==> src/sv/bsl_pkg.sv <==
// Shared types and constants for the bisection subdomain locator.
// No dependencies; imported by the top level.
package bsl_pkg;

    localparam int CFG_DATA_W = 16;
    localparam int CFG_IDX_W  = 2;
    localparam int FIELD_W    = 16;
    localparam int RANK_IN_W  = 10;
    localparam int RCOUNT_W   = 11;

    typedef logic [CFG_IDX_W-1:0] cfg_idx_t;
    typedef logic [1:0]           status_t;

    localparam cfg_idx_t CFG_GRID_X     = 2'd0;
    localparam cfg_idx_t CFG_GRID_Y     = 2'd1;
    localparam cfg_idx_t CFG_RANK_COUNT = 2'd2;

    localparam status_t STATUS_OK      = 2'd0;
    localparam status_t STATUS_EMPTY   = 2'd1;
    localparam status_t STATUS_INVALID = 2'd2;

endpackage

==> src/sv/bsl_ceildiv.sv <==
// Shared multiply and ceiling-divide unit: quot = ceil(size * d / n).
// A multiply step and a load step, then one quotient bit per cycle.
// Standalone; instantiated by bisection_subdomain_locator_unit.
module bsl_ceildiv #(
    parameter int CW = 16,
    parameter int RW = 11
) (
    input  logic          clk,
    input  logic          rst_n,
    input  logic          start,
    input  logic [CW-1:0] size,
    input  logic [RW-1:0] d,
    input  logic [RW-1:0] n,
    output logic          done,
    output logic [CW-1:0] quot
);

    localparam int PW   = CW + RW;
    localparam int DW   = CW + RW + 1;
    localparam int CNTW = $clog2(CW + 1);

    typedef enum logic [3:0] {
        D_IDLE = 4'b0001,
        D_MUL  = 4'b0010,
        D_LOAD = 4'b0100,
        D_DIV  = 4'b1000
    } div_state_t;

    div_state_t      state_reg, state_next;
    logic [CW-1:0]   size_reg, size_next;
    logic [RW-1:0]   d_reg, d_next;
    logic [RW-1:0]   n_reg, n_next;
    logic [PW-1:0]   prod_reg, prod_next;
    logic [RW-1:0]   rem_reg, rem_next;
    logic [CW-1:0]   quot_reg, quot_next;
    logic [CNTW-1:0] cnt_reg, cnt_next;
    logic            done_reg, done_next;

    logic [DW-1:0]   dividend;
    logic [RW:0]     trial;
    logic [RW:0]     diff;

    assign dividend = DW'(prod_reg) + DW'(n_reg) - DW'(1);
    assign trial    = {rem_reg, quot_reg[CW-1]};
    assign diff     = trial - {1'b0, n_reg};

    always_comb
    begin
        state_next = state_reg;
        size_next  = size_reg;
        d_next     = d_reg;
        n_next     = n_reg;
        prod_next  = prod_reg;
        rem_next   = rem_reg;
        quot_next  = quot_reg;
        cnt_next   = cnt_reg;
        done_next  = 1'b0;
        case (state_reg)
            D_IDLE:
            begin
                if (start)
                begin
                    size_next  = size;
                    d_next     = d;
                    n_next     = n;
                    state_next = D_MUL;
                end
            end
            D_MUL:
            begin
                prod_next  = PW'(size_reg) * PW'(d_reg);
                state_next = D_LOAD;
            end
            D_LOAD:
            begin
                rem_next   = RW'(dividend >> CW);
                quot_next  = dividend[CW-1:0];
                cnt_next   = CNTW'(CW);
                state_next = D_DIV;
            end
            D_DIV:
            begin
                if (trial >= {1'b0, n_reg})
                begin
                    rem_next  = diff[RW-1:0];
                    quot_next = {quot_reg[CW-2:0], 1'b1};
                end
                else
                begin
                    rem_next  = trial[RW-1:0];
                    quot_next = {quot_reg[CW-2:0], 1'b0};
                end
                cnt_next = cnt_reg - CNTW'(1);
                if (cnt_reg == CNTW'(1))
                begin
                    done_next  = 1'b1;
                    state_next = D_IDLE;
                end
            end
            default:
            begin
                state_next = D_IDLE;
            end
        endcase
    end

    always_ff @(posedge clk or negedge rst_n)
    begin
        if (!rst_n)
        begin
            state_reg <= D_IDLE;
            done_reg  <= 1'b0;
            cnt_reg   <= '0;
        end
        else
        begin
            state_reg <= state_next;
            done_reg  <= done_next;
            cnt_reg   <= cnt_next;
        end
    end

    always_ff @(posedge clk)
    begin
        size_reg <= size_next;
        d_reg    <= d_next;
        n_reg    <= n_next;
        prod_reg <= prod_next;
        rem_reg  <= rem_next;
        quot_reg <= quot_next;
    end

    assign done = done_reg;
    assign quot = quot_reg;

endmodule

==> src/sv/bisection_subdomain_locator_unit.sv <==
// Bisection subdomain locator: one request at a time, busy while walking.
// Invalid and single-rank requests finish at the first check; other requests walk
// L <= ceil(log2(rank count)) levels, each through the shared bit-serial ceil divider.
// A new request can be taken in the cycle its predecessor's done strobe is high.
// Reset clears the sequencer, the done strobe, and sets the grid to 0x0 with one rank.
// Depends on bsl_pkg and bsl_ceildiv; results cannot be stalled.
module bisection_subdomain_locator_unit #(
    parameter int MAX_RANKS = 1024,
    parameter int CELL_BITS = 16
) (
    input  logic                                clk,
    input  logic                                rst_n,
    input  logic                                start,
    output logic                                busy,
    input  logic [bsl_pkg::RANK_IN_W-1:0]       rank_index,
    input  logic                                cfg_valid,
    output logic                                cfg_ready,
    input  bsl_pkg::cfg_idx_t                   cfg_index,
    input  logic [bsl_pkg::CFG_DATA_W-1:0]      cfg_data,
    output logic                                done,
    output logic [bsl_pkg::FIELD_W-1:0]         origin_x,
    output logic [bsl_pkg::FIELD_W-1:0]         origin_y,
    output logic [bsl_pkg::FIELD_W-1:0]         extent_x,
    output logic [bsl_pkg::FIELD_W-1:0]         extent_y,
    output bsl_pkg::status_t                    status
);

    import bsl_pkg::*;

    localparam int CW = CELL_BITS;
    localparam int RW = $clog2(MAX_RANKS + 1);

    typedef enum logic [2:0] {
        S_IDLE  = 3'b001,
        S_CHECK = 3'b010,
        S_WAIT  = 3'b100
    } seq_state_t;

    logic [FIELD_W-1:0]  gx_reg, gy_reg;
    logic [RCOUNT_W-1:0] rc_reg;

    seq_state_t    state_reg, state_next;
    logic [RW-1:0] r_reg, r_next;
    logic [RW-1:0] n_reg, n_next;
    logic [CW-1:0] x0_reg, x0_next;
    logic [CW-1:0] y0_reg, y0_next;
    logic [CW-1:0] nx_reg, nx_next;
    logic [CW-1:0] ny_reg, ny_next;
    status_t       status_reg, status_next;
    logic          done_reg, done_next;

    logic [RW-1:0] n_sat;
    logic          rank_bad;
    logic [RW-1:0] half;
    logic          split_x;
    logic [CW-1:0] div_size;
    logic          div_start;
    logic          div_done;
    logic [CW-1:0] low;

    assign cfg_ready = 1'b1;

    always_ff @(posedge clk or negedge rst_n)
    begin
        if (!rst_n)
        begin
            gx_reg <= '0;
            gy_reg <= '0;
            rc_reg <= RCOUNT_W'(1);
        end
        else if (cfg_valid && cfg_ready)
        begin
            case (cfg_index)
                CFG_GRID_X:     gx_reg <= cfg_data;
                CFG_GRID_Y:     gy_reg <= cfg_data;
                CFG_RANK_COUNT: rc_reg <= cfg_data[RCOUNT_W-1:0];
                default:        ;
            endcase
        end
    end

    assign n_sat    = (32'(rc_reg) > 32'(MAX_RANKS)) ? RW'(MAX_RANKS) : RW'(rc_reg);
    assign rank_bad = (32'(rank_index) >= 32'(n_sat));
    assign half     = n_reg >> 1;
    assign split_x  = (nx_reg >= ny_reg);
    assign div_size = split_x ? nx_reg : ny_reg;

    bsl_ceildiv #(
        .CW(CW),
        .RW(RW)
    ) u_div (
        .clk   (clk),
        .rst_n (rst_n),
        .start (div_start),
        .size  (div_size),
        .d     (half),
        .n     (n_reg),
        .done  (div_done),
        .quot  (low)
    );

    always_comb
    begin
        state_next  = state_reg;
        r_next      = r_reg;
        n_next      = n_reg;
        x0_next     = x0_reg;
        y0_next     = y0_reg;
        nx_next     = nx_reg;
        ny_next     = ny_reg;
        status_next = status_reg;
        done_next   = 1'b0;
        div_start   = 1'b0;
        case (state_reg)
            S_IDLE:
            begin
                if (start)
                begin
                    r_next      = RW'(rank_index);
                    n_next      = n_sat;
                    x0_next     = '0;
                    y0_next     = '0;
                    nx_next     = CW'(gx_reg);
                    ny_next     = CW'(gy_reg);
                    status_next = rank_bad ? STATUS_INVALID : STATUS_OK;
                    state_next  = S_CHECK;
                end
            end
            S_CHECK:
            begin
                if (status_reg == STATUS_INVALID)
                begin
                    x0_next    = '0;
                    y0_next    = '0;
                    nx_next    = '0;
                    ny_next    = '0;
                    done_next  = 1'b1;
                    state_next = S_IDLE;
                end
                else if (n_reg < RW'(2))
                begin
                    done_next  = 1'b1;
                    state_next = S_IDLE;
                end
                else if (nx_reg < CW'(2) && ny_reg < CW'(2))
                begin
                    if (r_reg != '0)
                    begin
                        nx_next     = '0;
                        ny_next     = '0;
                        status_next = STATUS_EMPTY;
                    end
                    done_next  = 1'b1;
                    state_next = S_IDLE;
                end
                else
                begin
                    div_start  = 1'b1;
                    state_next = S_WAIT;
                end
            end
            S_WAIT:
            begin
                if (div_done)
                begin
                    if (r_reg < half)
                    begin
                        if (split_x)
                            nx_next = low;
                        else
                            ny_next = low;
                        n_next = half;
                    end
                    else
                    begin
                        r_next = r_reg - half;
                        if (split_x)
                        begin
                            x0_next = x0_reg + low;
                            nx_next = nx_reg - low;
                        end
                        else
                        begin
                            y0_next = y0_reg + low;
                            ny_next = ny_reg - low;
                        end
                        n_next = n_reg - half;
                    end
                    state_next = S_CHECK;
                end
            end
            default:
            begin
                state_next = S_IDLE;
            end
        endcase
    end

    always_ff @(posedge clk or negedge rst_n)
    begin
        if (!rst_n)
        begin
            state_reg <= S_IDLE;
            done_reg  <= 1'b0;
        end
        else
        begin
            state_reg <= state_next;
            done_reg  <= done_next;
        end
    end

    always_ff @(posedge clk)
    begin
        r_reg      <= r_next;
        n_reg      <= n_next;
        x0_reg     <= x0_next;
        y0_reg     <= y0_next;
        nx_reg     <= nx_next;
        ny_reg     <= ny_next;
        status_reg <= status_next;
    end

    assign busy     = (state_reg != S_IDLE);
    assign done     = done_reg;
    assign origin_x = FIELD_W'(x0_reg);
    assign origin_y = FIELD_W'(y0_reg);
    assign extent_x = FIELD_W'(nx_reg);
    assign extent_y = FIELD_W'(ny_reg);
    assign status   = status_reg;

endmodule

==> config.mk <==
export PLATFORM = sky130hd
export DESIGN_NAME = bisection_subdomain_locator_unit
export DESIGN_NICKNAME = d
export VERILOG_FILES = /design/src/sv/bsl_pkg.sv /design/src/sv/bsl_ceildiv.sv /design/src/sv/bisection_subdomain_locator_unit.sv
export SDC_FILE = /design/constraint.sdc
export NUM_CORES = 1
export LEC_CHECK = 0
export ABC_AREA = 0
export BUFFER_PORTS_ARGS = -buffer_cell sky130_fd_sc_hd__clkbuf_2
export CAP_MARGIN = 20
export CORE_MARGIN = 2
export CORE_UTILIZATION = 50
export DETAILED_ROUTE_END_ITERATION = 7
export PLACE_DENSITY = 0.75
export SETUP_SLACK_MARGIN = 0.02
export SYNTH_ARGS = -nofsm -noshare
export SYNTH_HDL_FRONTEND = slang
export SYNTH_HIERARCHICAL = 1
export SYNTH_SLANG_ARGS = --single-unit
export TNS_END_PERCENT = 5
==> constraint.sdc <==
create_clock -name clk -period 6.3 [get_ports clk]
set_input_delay 0 -clock clk [delete_from_list [all_inputs] [get_ports clk]]
set_output_delay 0 -clock clk [all_outputs]
set_load 0.1 [all_outputs]
==> out/qor.json <==
{
  "die_width": {"value": 211, "unit": "µm"},
  "ys_types": {"value": 87},
  "timing.hold.worst.start": {"value": "cfg_index[0]"},
  "max-slew-margin-rel": {"value": 0.255},
  "worstHoldEndpoint": {"value": "gx_reg[1]$_DFFE_PN0P_"},
  "grt_overflow": {"value": 0},
  "worst_skew_pair.late_latency": {"value": 0.57, "unit": "ns"},
  "fmax": {"value": 0.168, "unit": "GHz"},
  "numCtsBuffers": {"value": 28},
  "detailedRoute.firstPassIterationCount": {"value": 6},
  "synth_warnings": {"value": 6},
  "timing.critical_path.fanout_max": {"value": 9},
  "worst_slew_pin_slew": {"value": 1.11, "unit": "ns"},
  "run_status": {"value": "complete, no violations"},
  "hold_violations": {"value": 0},
  "clkSlewWorstSetupHoldPaths": {"value": 0.06, "unit": "ns"},
  "grt_use_total": {"value": 0.263},
  "timing.setup.critical_path_class": {"value": "reg -> reg"},
  "initial_core_util": {"value": 0.503},
  "worstPathArrival": {"value": 6.26, "unit": "ns"},
  "layout-area-overhead-vs-synth": {"value": 11.5, "unit": "%"},
  "synthFlopType": {"value": "sky130_fd_sc_hd__edfxtp_1"},
  "numPortBuffers": {"value": 99},
  "grt_pass1_vias": {"value": 16900},
  "reg2reg_setup_slack": {"value": 0.36, "unit": "ns"},
  "final-setup-viol-count": {"value": 0},
  "final-max-slew-violation-count": {"value": 0},
  "post_cts_resize_count": {"value": 0},
  "vias": {"value": 17000},
  "grt_first_pass_wirelength": {"value": 92100, "unit": "µm"},
  "post_route_cells_drive_above_1_share": {"value": 0.125},
  "worstHoldPathType": {"value": "in -> reg"},
  "clock_tree_from_tritoncts": {"value": "done"},
  "worst_r2r_startpoint": {"value": "u_div/d_reg[5]$_DFFE_PP_"},
  "antenna_violating_nets_post_route": {"value": 0},
  "syn_area_per_cell": {"value": 9.77, "unit": "µm²"},
  "synthesis.nets": {"value": 2594},
  "fin_setup_tns": {"value": 0, "unit": "ns"},
  "clock_tree.root_cell": {"value": "sky130_fd_sc_hd__clkbuf_16"},
  "multi_input_comb_area": {"value": 0.0133, "unit": "mm²"},
  "finalCritPeriodShare": {"value": 0.942},
  "num_antenna_cells": {"value": 0},
  "critical_path.startpoint_type": {"value": "flip-flop"},
  "drt_first_iter_violations": {"value": 1479},
  "wl_per_cell": {"value": 20.2, "unit": "µm"},
  "rr_endpoint": {"value": "u_div/prod_reg[24]$_DFFE_PN_"},
  "synth_async_sr_flop_share": {"value": 0.241},
  "fillerInstances": {"value": 3683},
  "netlist_instances": {"value": 2203},
  "floorplan.die.height": {"value": 211, "unit": "µm"},
  "num_rows": {"value": 76},
  "tritoncts_num_sinks": {"value": 237},
  "largest_reg_flops": {"value": 27},
  "routabilityCongestion": {"value": 0.939},
  "grt_start_max_net_pins": {"value": 58},
  "skew": {"value": 0.0358, "unit": "ns"},
  "final_nets": {"value": 2724},
  "detailedPlacementHpwl": {"value": 44900, "unit": "µm"},
  "synth_edf_count": {"value": 180},
  "timing.hold.worst_path_depth": {"value": 4},
  "regArea": {"value": 0.00684, "unit": "mm²"},
  "timing.final.crit_period": {"value": 5.94, "unit": "ns"},
  "core_footprint": {"value": 0.0428, "unit": "mm²"},
  "drc": {"value": 0},
  "avgViaCountPerCell": {"value": 5.86},
  "die-area": {"value": 0.0447, "unit": "mm²"},
  "ff2ff_path_depth": {"value": 19},
  "max-clock-path-buffers": {"value": 3},
  "antenna_violations_before_repair": {"value": 0},
  "max_cap_violations": {"value": 0},
  "rsz_0062_raised_after_global_routing": {"value": "false"},
  "yosysSeqAreaShare": {"value": 0.318},
  "synth.ff_latch_count": {"value": 237},
  "worst_endpoint_required_time": {"value": 6.62, "unit": "ns"},
  "cts.htree.levels": {"value": 1},
  "synth_area": {"value": 0.0215, "unit": "mm²"},
  "route.final.wire_length": {"value": 58600, "unit": "µm"},
  "num_io_pins": {"value": 101},
  "critical_path.endpoint_type": {"value": "flip-flop"}
}
-- cell usage in the layout, fill, tap and decap left out, types with 55 or more instances in the layout --
cell                         n
sky130_fd_sc_hd__a21o_1     61
sky130_fd_sc_hd__a21oi_1   130
sky130_fd_sc_hd__and2_1     96
sky130_fd_sc_hd__clkbuf_2  100
sky130_fd_sc_hd__edfxtp_1  180
sky130_fd_sc_hd__fa_1      133
sky130_fd_sc_hd__ha_1      226
sky130_fd_sc_hd__inv_1     285
sky130_fd_sc_hd__mux2_2     60
sky130_fd_sc_hd__nand2_1   195
sky130_fd_sc_hd__nor2_1     98
sky130_fd_sc_hd__o21ai_0    94
sky130_fd_sc_hd__xnor2_1    55
-- repair_timing --
action,CTS,global route
endpoints found under the hold margin,109,0
endpoints found under the setup margin,0,3
hold buffers,28,0
setup buffers,0,13
-- Yosys cell counts (10+ instances only) --
master / number / share of area
sky130_fd_sc_hd__inv_1: 285 / 0.050
sky130_fd_sc_hd__ha_1: 226 / 0.13
sky130_fd_sc_hd__nand2_1: 196 / 0.034
sky130_fd_sc_hd__edfxtp_1: 180 / 0.25
sky130_fd_sc_hd__fa_1: 133 / 0.12
sky130_fd_sc_hd__a21oi_1: 130 / 0.030
sky130_fd_sc_hd__nor2_1: 98 / 0.017
sky130_fd_sc_hd__and2_1: 96 / 0.028
sky130_fd_sc_hd__o21ai_0: 95 / 0.022
sky130_fd_sc_hd__clkbuf_1: 62 / 0.011
sky130_fd_sc_hd__a21o_1: 61 / 0.021
sky130_fd_sc_hd__mux2_2: 60 / 0.031
sky130_fd_sc_hd__xnor2_1: 55 / 0.022
sky130_fd_sc_hd__dfrtp_1: 54 / 0.063
sky130_fd_sc_hd__xor2_1: 47 / 0.019
sky130_fd_sc_hd__nor3_1: 38 / 0.0088
sky130_fd_sc_hd__nand2b_1: 33 / 0.0096
sky130_fd_sc_hd__o21a_1: 28 / 0.0098
sky130_fd_sc_hd__nor2b_1: 25 / 0.0073
sky130_fd_sc_hd__nand3_1: 23 / 0.0053
sky130_fd_sc_hd__a211oi_1: 22 / 0.0077
sky130_fd_sc_hd__a31oi_1: 18 / 0.0052
sky130_fd_sc_hd__a22o_1: 17 / 0.0069
sky130_fd_sc_hd__nor4_1: 16 / 0.0047
sky130_fd_sc_hd__and3_1: 12 / 0.0035
sky130_fd_sc_hd__o211ai_1: 12 / 0.0042
sky130_fd_sc_hd__a211o_1: 10 / 0.0041
-- worst max-delay path by stage --
stage | start | end | slack, ns | depth (start not counted)
6_report | u_div/d_reg[5]$_DFFE_PP_ | u_div/prod_reg[24]$_DFFE_PN_ | 0.36 | 19
5_1_grt | u_div/d_reg[5]$_DFFE_PP_ | u_div/prod_reg[24]$_DFFE_PN_ | 0.03 | 19
4_1_cts | u_div/d_reg[6]$_DFFE_PP_ | u_div/prod_reg[24]$_DFFE_PN_ | 0.17 | 18
3_5_place_dp | u_div/d_reg[6]$_DFFE_PP_ | u_div/prod_reg[24]$_DFFE_PN_ | 0.19 | 18
3_3_place_gp | u_div/d_reg[6]$_DFFE_PP_ | u_div/prod_reg[24]$_DFFE_PN_ | 0.27 | 18
2_1_floorplan | u_div/d_reg[4]$_DFFE_PP_ | u_div/prod_reg[24]$_DFFE_PN_ | 0.71 | 19
-- final cells by class --
type,count,area share
clock inverter,12,0.00391
multi-input combinational,1606,0.556
inverter,285,0.0446
timing repair buffer,175,0.0486
tap,546,0.0285
sequential,237,0.285
clock buffer,40,0.0341
-- layer usage --
layer,track usage,part of all wire,vias to the layer above
li1,-,-,7905
met3,0.0356,0.069,135
met1,0.355,0.42,8302
met4,0.125,0.050,0
met2,0.420,0.46,662
met5,0,0,-
-- through the flow --
stage | utilization | instance area, µm² | hold WS (ns) | std cells | setup WS, ns
finish | 0.561 | 24000 | 0.0702 | 2901 | 0.363
detailed placement | 0.531 | 22700 | 0.193 | 2808 | 0.194
CTS | 0.558 | 23900 | 0.0536 | 2888 | 0.173
floorplan | - | 21500 | -0.296 | 2203 | 0.711
global placement | 0.530 | 22700 | 0.173 | 2807 | 0.273
global route | 0.561 | 24000 | 0.0884 | 2901 | 0.0251
-- worst max-delay path: stages, from the launching register on --
cell	delay (ns)
sky130_fd_sc_hd__edfxtp_1	0.58
sky130_fd_sc_hd__and2_1	0.26
sky130_fd_sc_hd__fa_1	0.47
sky130_fd_sc_hd__inv_1	0.05
sky130_fd_sc_hd__fa_1	0.49
sky130_fd_sc_hd__inv_1	0.06
sky130_fd_sc_hd__fa_1	0.45
sky130_fd_sc_hd__fa_1	0.52
sky130_fd_sc_hd__inv_1	0.05
sky130_fd_sc_hd__fa_1	0.53
sky130_fd_sc_hd__inv_1	0.05
sky130_fd_sc_hd__ha_1	0.34
sky130_fd_sc_hd__a21oi_1	0.17
sky130_fd_sc_hd__o21ai_0	0.23
sky130_fd_sc_hd__or3b_2	0.49
sky130_fd_sc_hd__o21ai_1	0.24
sky130_fd_sc_hd__a311oi_2	0.18
sky130_fd_sc_hd__a41oi_1	0.29
sky130_fd_sc_hd__mux2i_1	0.21
sky130_fd_sc_hd__nand2_1	0.06
-- kinds of logic (layout without fill, tap and decap cells) --
group	after synthesis	in the layout	synth area share
flops	237	237	0.318
compound gates	479	479	0.147
buf+inv	360	512	0.0642
fa+ha+maj	359	359	0.255
xor+xnor	102	102	0.0415
simple gates	599	599	0.140
other cells	2	2	0.000349
mux	65	65	0.0337
Power is not shown: default switching activity piles up to over one toggle a cycle in this logic, so the estimate is an artifact.
